$ cat config.mk
export PLATFORM = sky130hd
export DESIGN_NAME = riff_chunk_walker_core
export DESIGN_NICKNAME = d
export VERILOG_FILES = /design/src/design/rcw_pkg.sv /design/src/design/rcw_walker.sv /design/src/design/riff_chunk_walker_core.sv
export SDC_FILE = /design/constraint.sdc
export NUM_CORES = 1
export LEC_CHECK = 0
export ABC_AREA = 1
export BUFFER_PORTS_ARGS = -buffer_cell sky130_fd_sc_hd__buf_2
export CORE_ASPECT_RATIO = 0.9
export CORE_MARGIN = 3
export CORE_UTILIZATION = 55
export DETAILED_ROUTE_END_ITERATION = 7
export GPL_TIMING_DRIVEN = 0
export PLACE_DENSITY = 0.72
export SLEW_MARGIN = 20
export SYNTH_ARGS = -nofsm -noshare
export SYNTH_HDL_FRONTEND = slang
export SYNTH_HIERARCHICAL = 1
export SYNTH_SLANG_ARGS = --single-unit
$ cat constraint.sdc
create_clock -name aclk -period 8.9 [get_ports aclk]
set_clock_uncertainty 0.2 [all_clocks]
set_input_delay 2.225 -clock aclk [delete_from_list [all_inputs] [get_ports aclk]]
set_output_delay 2.225 -clock aclk [all_outputs]
set_load 0.01 [all_outputs]
$ cat src/design/rcw_pkg.sv
// ----------------------------------------------------------------------------
// rcw_pkg
// Item types and chunk ID constants for the RIFF chunk walker.
// ----------------------------------------------------------------------------
package rcw_pkg;

    // Input item: one byte of the wrapper buffer
    typedef struct packed {
        logic [7:0] data_byte;
        logic       last_byte;
    } rcw_in_t;

    // Result item: one reported chunk
    typedef struct packed {
        logic [23:0] chunk_offset;
        logic [23:0] chunk_size;
    } rcw_out_t;

    // Walker report toward the output register
    typedef struct packed {
        logic     valid;
        rcw_out_t data;
    } rcw_report_t;

    // Chunk IDs as little-endian 32-bit words
    localparam logic [31:0] ID_RIFF = 32'h4646_4952;
    localparam logic [31:0] ID_RF64 = 32'h3436_4652;
    localparam logic [31:0] ID_DATA = 32'h6174_6164;
    localparam logic [31:0] ID_FMT  = 32'h2074_6d66;
    localparam logic [31:0] ID_DS64 = 32'h3436_7364;
    localparam logic [31:0] ID_JUNK = 32'h4b4e_554a;

    // Header length and the extra skip after a RIFF/RF64 header
    localparam int unsigned HDR_LEN   = 8;
    localparam int unsigned RIFF_SKIP = 4;

    localparam logic [23:0] POS_MAX = 24'hff_ffff;

endpackage

$ cat src/design/rcw_walker.sv
// ----------------------------------------------------------------------------
// rcw_walker
// Walk state and header decode: consumes one byte per step and reports
// chunks by header offset and total size.
// ----------------------------------------------------------------------------
module rcw_walker (
    input  logic                 aclk,
    input  logic                 aresetn,
    input  logic                 step,
    input  rcw_pkg::rcw_in_t     item,
    input  logic [23:0]          buffer_length,
    output rcw_pkg::rcw_report_t report
);
    import rcw_pkg::*;

    logic [23:0] pos_reg,     pos_next;
    logic [55:0] hdr_reg,     hdr_next;
    logic [2:0]  count_reg,   count_next;
    logic [23:0] start_reg,   start_next;
    logic [24:0] skip_reg,    skip_next;
    logic        stopped_reg, stopped_next;

    logic [24:0] hdr_end;
    logic        start_ok;
    logic [23:0] left;
    logic [31:0] id;
    logic [31:0] size;
    logic [24:0] total;
    logic        overrun;
    logic        listed;

    // Header checks on the current position and gathered bytes
    assign hdr_end  = {1'b0, pos_reg} + 25'(HDR_LEN);
    assign start_ok = hdr_end <= {1'b0, buffer_length};
    assign left     = (buffer_length > start_reg) ? buffer_length - start_reg : 24'd0;
    assign id       = hdr_reg[31:0];
    assign size     = {item.data_byte, hdr_reg[55:32]};
    assign total    = {1'b0, size[23:0]} + 25'(HDR_LEN);
    assign overrun  = (size[31:24] != 8'd0) || (total > {1'b0, left});
    assign listed   = (id == ID_FMT) || (id == ID_DS64) || (id == ID_JUNK);

    // Advance the walk by one byte
    always_comb begin
        pos_next     = pos_reg;
        hdr_next     = hdr_reg;
        count_next   = count_reg;
        start_next   = start_reg;
        skip_next    = skip_reg;
        stopped_next = stopped_reg;
        report.valid = 1'b0;
        report.data  = '{chunk_offset: start_reg, chunk_size: total[23:0]};
        if (step) begin
            if (!stopped_reg) begin
                if (skip_reg != 25'd0) begin
                    skip_next = skip_reg - 25'd1;
                end else if ((count_reg == 3'd0) && !start_ok) begin
                    stopped_next = 1'b1;
                end else begin
                    if (count_reg == 3'd0) begin
                        start_next = pos_reg;
                    end
                    for (int k = 0; k < 7; k++) begin
                        if (count_reg == 3'(k)) begin
                            hdr_next[8*k +: 8] = item.data_byte;
                        end
                    end
                    count_next = count_reg + 3'd1;
                    // Full header: decode it
                    if (count_reg == 3'd7) begin
                        priority if ((id == ID_RIFF) || (id == ID_RF64)) begin
                            skip_next = 25'(RIFF_SKIP);
                        end else if (id == ID_DATA) begin
                            skip_next = 25'd0;
                        end else if (overrun) begin
                            stopped_next = 1'b1;
                        end else begin
                            report.valid = !listed;
                            skip_next    = {1'b0, size[23:0]} + 25'(size[0]);
                        end
                    end
                end
            end
            if (pos_reg != POS_MAX) begin
                pos_next = pos_reg + 24'd1;
            end
            // Drop all walk state after the final byte
            if (item.last_byte) begin
                pos_next     = 24'd0;
                count_next   = 3'd0;
                start_next   = 24'd0;
                skip_next    = 25'd0;
                stopped_next = 1'b0;
            end
        end
    end

    always_ff @(posedge aclk) begin
        if (!aresetn) begin
            pos_reg     <= 24'd0;
            count_reg   <= 3'd0;
            start_reg   <= 24'd0;
            skip_reg    <= 25'd0;
            stopped_reg <= 1'b0;
        end else begin
            pos_reg     <= pos_next;
            count_reg   <= count_next;
            start_reg   <= start_next;
            skip_reg    <= skip_next;
            stopped_reg <= stopped_next;
        end
    end

    // Header bytes are rewritten before each read
    always_ff @(posedge aclk) begin
        hdr_reg <= hdr_next;
    end

endmodule

$ cat src/design/riff_chunk_walker_core.sv
// ----------------------------------------------------------------------------
// riff_chunk_walker_core
// Walks RIFF chunk headers in a byte stream and reports each data-bearing
// chunk by header offset and total size.
//
//   channel   ports                     payload
//   -------   -----------------------   -------------------------------
//   input     s_valid/s_ready/s_item    data_byte, last_byte
//   result    m_valid/m_ready/m_item    chunk_offset, chunk_size
//   config    cfg_valid/cfg_ready       cfg_data = buffer_length
//
// One item per cycle unless the result register stalls; a byte lands in
// the input register when accepted and its result, if any, is loaded into
// the result register when the walk stage steps on that byte.
// Reset clears the walk state, the buffer length and both valid flags.
// A stalled result holds the walk stage; the input register takes a new
// item whenever the walk stage moves on in the same cycle.
// ----------------------------------------------------------------------------
module riff_chunk_walker_core (
    input  logic              aclk,
    input  logic              aresetn,
    input  logic              s_valid,
    output logic              s_ready,
    input  rcw_pkg::rcw_in_t  s_item,
    output logic              m_valid,
    input  logic              m_ready,
    output rcw_pkg::rcw_out_t m_item,
    input  logic              cfg_valid,
    output logic              cfg_ready,
    input  logic [23:0]       cfg_data
);
    import rcw_pkg::*;

    logic        in_valid_reg,  in_valid_next;
    rcw_in_t     in_item_reg,   in_item_next;
    logic        out_valid_reg, out_valid_next;
    rcw_out_t    out_item_reg,  out_item_next;
    logic [23:0] blen_reg,      blen_next;

    logic        out_free;
    logic        step;
    rcw_report_t report;

    assign out_free  = !out_valid_reg || m_ready;
    assign step      = in_valid_reg && out_free;
    assign s_ready   = !in_valid_reg || out_free;
    assign cfg_ready = 1'b1;
    assign m_valid   = out_valid_reg;
    assign m_item    = out_item_reg;

    rcw_walker u_walker (
        .aclk          (aclk),
        .aresetn       (aresetn),
        .step          (step),
        .item          (in_item_reg),
        .buffer_length (blen_reg),
        .report        (report)
    );

    // Capture items, load results, take register writes
    always_comb begin
        in_valid_next  = in_valid_reg;
        in_item_next   = in_item_reg;
        out_valid_next = out_valid_reg;
        out_item_next  = out_item_reg;
        blen_next      = blen_reg;
        if (s_valid && s_ready) begin
            in_valid_next = 1'b1;
            in_item_next  = s_item;
        end else if (step) begin
            in_valid_next = 1'b0;
        end
        if (step && report.valid) begin
            out_valid_next = 1'b1;
            out_item_next  = report.data;
        end else if (m_ready) begin
            out_valid_next = 1'b0;
        end
        if (cfg_valid && cfg_ready) begin
            blen_next = cfg_data;
        end
    end

    always_ff @(posedge aclk) begin
        if (!aresetn) begin
            in_valid_reg  <= 1'b0;
            out_valid_reg <= 1'b0;
            blen_reg      <= 24'd0;
        end else begin
            in_valid_reg  <= in_valid_next;
            out_valid_reg <= out_valid_next;
            blen_reg      <= blen_next;
        end
    end

    always_ff @(posedge aclk) begin
        in_item_reg  <= in_item_next;
        out_item_reg <= out_item_next;
    end

endmodule

### Yosys cells after proc, flatten, opt, wreduce, memory -nomap -nowiden

Cells that the tools add are included.

* flip-flop bits (word level): 216
* output and inout bits: 51
* word-level logic and storage cells: 124

* add/subtract/negate cells: 7
* magnitude comparators: 3
* eq/ne operators: 19
* muxes and demuxes: 40
* bitwise logic cells: 3
* reductions and logical operators: 33

Operators with widths (number)
* 25-bit two-way mux: 8
* 24-bit two-way mux: 8
* 32-bit by 30-bit == test with 1-bit output, second input constant: 3
* 32-bit by 31-bit == test with 1-bit output, second input constant: 3
* 24-bit by 4-bit adder with 25-bit output, second input constant: 2
* 5-bit AND reduction: 9
* 24-bit by 1-bit adder with 25-bit output: 1
* 25-bit by 24-bit greater-than comparator with 1-bit output: 1
* 25-bit by 24-bit <= comparator with 1-bit output: 1
* 25-bit nonzero test: 1
* 25-bit by 1-bit subtractor with 25-bit output, second input constant: 1
* 24-bit by 1-bit adder with 24-bit output, second input constant: 1
* 24-bit greater-than comparator: 1
* 24-bit inequality test, second input constant: 1
* 24-bit subtractor: 1
* 1-bit two-way mux: 20
* 3-bit == test, second input constant: 4
* 3-bit two-way mux: 4
* 2-bit nonzero test: 4
* 8-bit nonzero test: 1
* 3-bit by 2-bit == test with 1-bit output, second input constant: 2
* 1-bit logical OR: 6
* 2-bit inequality test, second input constant: 3
* 5-bit inequality test, second input constant: 1
* other kinds (10): 18

### Depth between registers and ports, before layout

* word-level depth: 14
* gate-level depth with buffers: 35

### Modules after synthesis

The synthesis kept the hierarchy.

By module, submodules not included
* rcw_walker: instances 1, cells each 1533, area each 10850.4 um2
* riff_chunk_walker_core: instances 1, cells each 179, area each 2687.6 um2

### Worst setup path after synthesis

OpenSTA, ideal clock, no wires.

* path kind: reg2reg
* start point: reg blen_reg[0]
* end point: reg out_item_reg, in the netlist m_item[0] (enable)
* arrival: 5.467 ns
* required time: 8.246 ns
* setup slack: 2.779 ns
* stages on the path, launching flop included: 31
* buffers on the path: 1
* clock period less this slack: 6.121 ns
* cell sequence: dfxtp_1 -> inv_1 -> ha_1 -> fa_1 -> nor2_1 -> nand2_1 -> nand2_1 -> nand3_1 -> nand2_1 -> nand3_1 -> nand2_1 -> nand3_1 -> nand3_1 -> nand2_1 -> inv_1 -> clkbuf_1 -> nand3_1 -> ha_1 -> nand2_1 -> inv_1 -> nor2_1 -> o21ai_0 -> nor2_1 -> nor2_1 -> nor2_1 -> nand2_1 -> nand2_1 -> nand2_1 -> nor4_1 -> inv_1 -> nor2_1

RTL lines
* start, declared: RTL line riff_chunk_walker_core.sv:38 `logic [23:0] blen_reg, blen_next;`
* start signal, assigned: RTL line riff_chunk_walker_core.sv:92 `blen_reg <= blen_next;`
* end signal, assigned: RTL line riff_chunk_walker_core.sv:98 `out_item_reg <= out_item_next;`
* end, declared: RTL line riff_chunk_walker_core.sv:37 `rcw_out_t out_item_reg, out_item_next;`

==> results.sh <==
export IMPL_multi_input_area_um2=6950
export IMPL_fillers=2097
export IMPL_required_ns=8.91
export IMPL_critical_path_max_stage_delay_ns=0.45
export IMPL_hp_start="u_walker/start_reg[11]"
export IMPL_first_iter_violations=1155
export IMPL_worst_slew_pin_slew_ns=0.922
export IMPL_routed_wl_um=38200
export IMPL_ys_warn_count=6
export IMPL_synth_top_family_by_area="simple AND/OR/NAND/NOR gates"
export IMPL_timing_rr_start="blen_reg[0]"
export IMPL_worstSetupPathType="register to register"
export IMPL_synth_compound_area_share_pct=10.9
export IMPL_clockBufferDepth=3
export IMPL_cts_tree="built"
export IMPL_grt_overflow=0
export IMPL_postLayoutSetupSlackWorst_ns=3.00
export IMPL_vias=12041
export IMPL_synth_cell_types=51
export IMPL_yosys_area_share_simple_pct=28.0
export IMPL_hold_buffers=0
export IMPL_crit_start="blen_reg[0]"
export IMPL_grt_pass1_vias=11190
export IMPL_dieArea_um2=26500
export IMPL_dr_pass1_iters=6
export IMPL_ir_worst_vdd_mv=0.152
export IMPL_core_um2=23800
export IMPL_vias_per_cell=5.61
export IMPL_place_ws_ns=3.16
export IMPL_htreeDepth=1
export IMPL_cts_root_buf="clkbuf_16"
export IMPL_crit_fanout=26
export IMPL_setup_viol=0
export IMPL_synth_main_ff_cell="edfxtp_1"
export IMPL_crit_path_start_kind="register"
export IMPL_total_power_uw=2480
export IMPL_fp_dieW_um=171
export IMPL_async_reset_ff_share_pct=0
export IMPL_areaGrowthSynthToFinish_pct=12.2
export IMPL_routedWlPerCell_um=17.8
export IMPL_fmax_mhz=170
export IMPL_rsz0062_at_grt="no"
export IMPL_largest_register_ff_count=56
export IMPL_netlist_area_leader_share_pct=25.1
export IMPL_arrival_ns=5.91
export IMPL_dpl_hpwl_um=29900
export IMPL_rows=53
export IMPL_port_buffers=87
export IMPL_numCtsBuffers=24
export IMPL_final_hold_violation_count=0
export IMPL_whs_ns=0.267
export IMPL_stdcell_area_um2=15200
export IMPL_nNetsFinal=1949
export IMPL_clock_sinks=216
export IMPL_synth_area_top_cells="edfxtp_1 25%, dfxtp_1 15%, nand2_1 8.4%"
export IMPL_yosysTopAreaCell="edfxtp_1"
export IMPL_cts_resized=0
export IMPL_synth_xor_area_share_pct=4.53
export IMPL_yosys_top_cells_count="304 x nand2_1, 227 x nor2_1, 217 x inv_1"
export IMPL_synth_fa_ha_area_share_pct=7.82
export IMPL_syn_inst=1712
export IMPL_start_util_pct=56.9
export IMPL_ys_ff_latch=216
export IMPL_p_leak_uw=0.00646
export IMPL_status="finished clean"
export IMPL_regArea_um2=5460
export IMPL_hold_path_class="register to register"
export IMPL_ys_seq_area_share_pct=40.3
export IMPL_grtUsageTotal_pct=28.5
export IMPL_fin_crit_sh_pct=66.3
export IMPL_n_antenna_cell=0
export IMPL_slew_headroom_pct=38.3
export IMPL_gp_congestion=0.990
export IMPL_synthMuxAreaShare_pct=0
export IMPL_endpoint_kind="register"
export IMPL_crit_path_top_delay_cell="nor4_1"
export IMPL_post_route_min_period_ns=5.90
export IMPL_die_y_um=155
export IMPL_tns_ns=0
export IMPL_report_final_slew_viol_count=0
export IMPL_drive_gt1_share_pct=15.3
export IMPL_syn_nets=1834
export IMPL_grt_max_degree=27
export IMPL_cap_viol_max_count=0
export IMPL_crit_top_cell="nand2_1"
export IMPL_ant_nets=0
export IMPL_grt_pass1_wl_um=59500
export IMPL_synth_edf_count=113
export IMPL_placed_area_um2=14400
export IMPL_avgSynthCellArea_um2=7.91
export IMPL_antenna_found_initial=0
export IMPL_p_per_area_nw_per_um2=163
export IMPL_synth_most_common_cell="nand2_1"
export IMPL_cts_setup_buffers=0
export IMPL_ios=89
export IMPL_clkSlewWorstSetupHoldPaths_ns=0.06
export IMPL_syn_cell_area_um2=13500
export IMPL_drc=0
export IMPL_insertion_delay_ns=0.53
## worst paths after layout
| path | endpoint | slack (ns) | cells after the start |
|---|---|---|---|
| worst max register to register | m_item[23] | 3.00 | 26 |
| worst min-delay path | m_item[35] | 0.27 | 0 |
| worst min register to register | m_item[35] | 0.27 | 0 |
| worst max-delay path | m_item[23] | 3.00 | 26 |
## worst max-delay path: cells and delay by family, from the launching register on
kind          cells  cell delay (ns)
flops             1             0.37
simple gates     18             3.07
buf+inv           5             0.98
fa+ha+maj         3             0.91
## layout by cell type, fill, tap and decap left out, types with 12 or more instances in the layout
| cell | count |
|---|---|
| o21ai_0 | 64 |
| dfxtp_1 | 103 |
| inv_1 | 217 |
| ha_1 | 83 |
| nor2_1 | 226 |
| nor3_1 | 33 |
| a21oi_2 | 29 |
| inv_2 | 16 |
| nor4_1 | 21 |
| a31oi_1 | 14 |
| a21oi_1 | 100 |
| buf_2 | 100 |
| nand2_1 | 304 |
| nor2_2 | 20 |
| nand3_1 | 100 |
| o21ai_1 | 21 |
| clkbuf_16 | 25 |
| edfxtp_1 | 113 |
| nand4_1 | 23 |
| nand3_2 | 20 |
| clkbuf_1 | 19 |
| xor2_1 | 61 |
| nand2_2 | 12 |
## cells by family (layout without fill, tap and decap cells)
logic type      Yosys count  count (layout)
compound gates          253             253
xor+xnor                 70              70
fa+ha+maj                84              84
buf+inv                 278             411
flops                   216             216
other cells               1               1
simple gates            810             810
## power breakdown
group / internal (uW) / switching [uW] / total (uW)
Clock: 575 / 409 / 984
Sequential: 1070 / 33.6 / 1100
Combinational: 143 / 247 / 390
## cell type report
type	instances	share of cell area [%]
repair buffers	89	3.18
clock inverters	13	0.848
plain buffers	44	1.80
clock buffers	31	4.27
well taps	302	2.49
multi-input cells	1218	45.7
inverters	234	5.78
flip-flops and latches	216	35.9
## metrics by stage
| stage | cells | utilization, % |
|---|---|---|
| 6_report | 2147 | 63.8 |
| 3_3_place_gp | 2101 | 60.3 |
| 4_1_cts | 2147 | 63.8 |
| 3_5_place_dp | 2103 | 60.5 |
| 5_1_grt | 2147 | 63.8 |
| 2_1_floorplan | 1712 | - |
## per-layer routing
| metal | track usage (%) | part of all wire [%] | vias to the layer above |
|---|---|---|---|
| li1 | - | - | 5915 |
| met1 | 43.9 | 48 | 5561 |
| met2 | 42.4 | 42 | 516 |
| met3 | 4.57 | 8.4 | 49 |
| met4 | 5.98 | 2.0 | 0 |
| met5 | 0 | 0 | - |
Power figures use the tool's default switching activity.
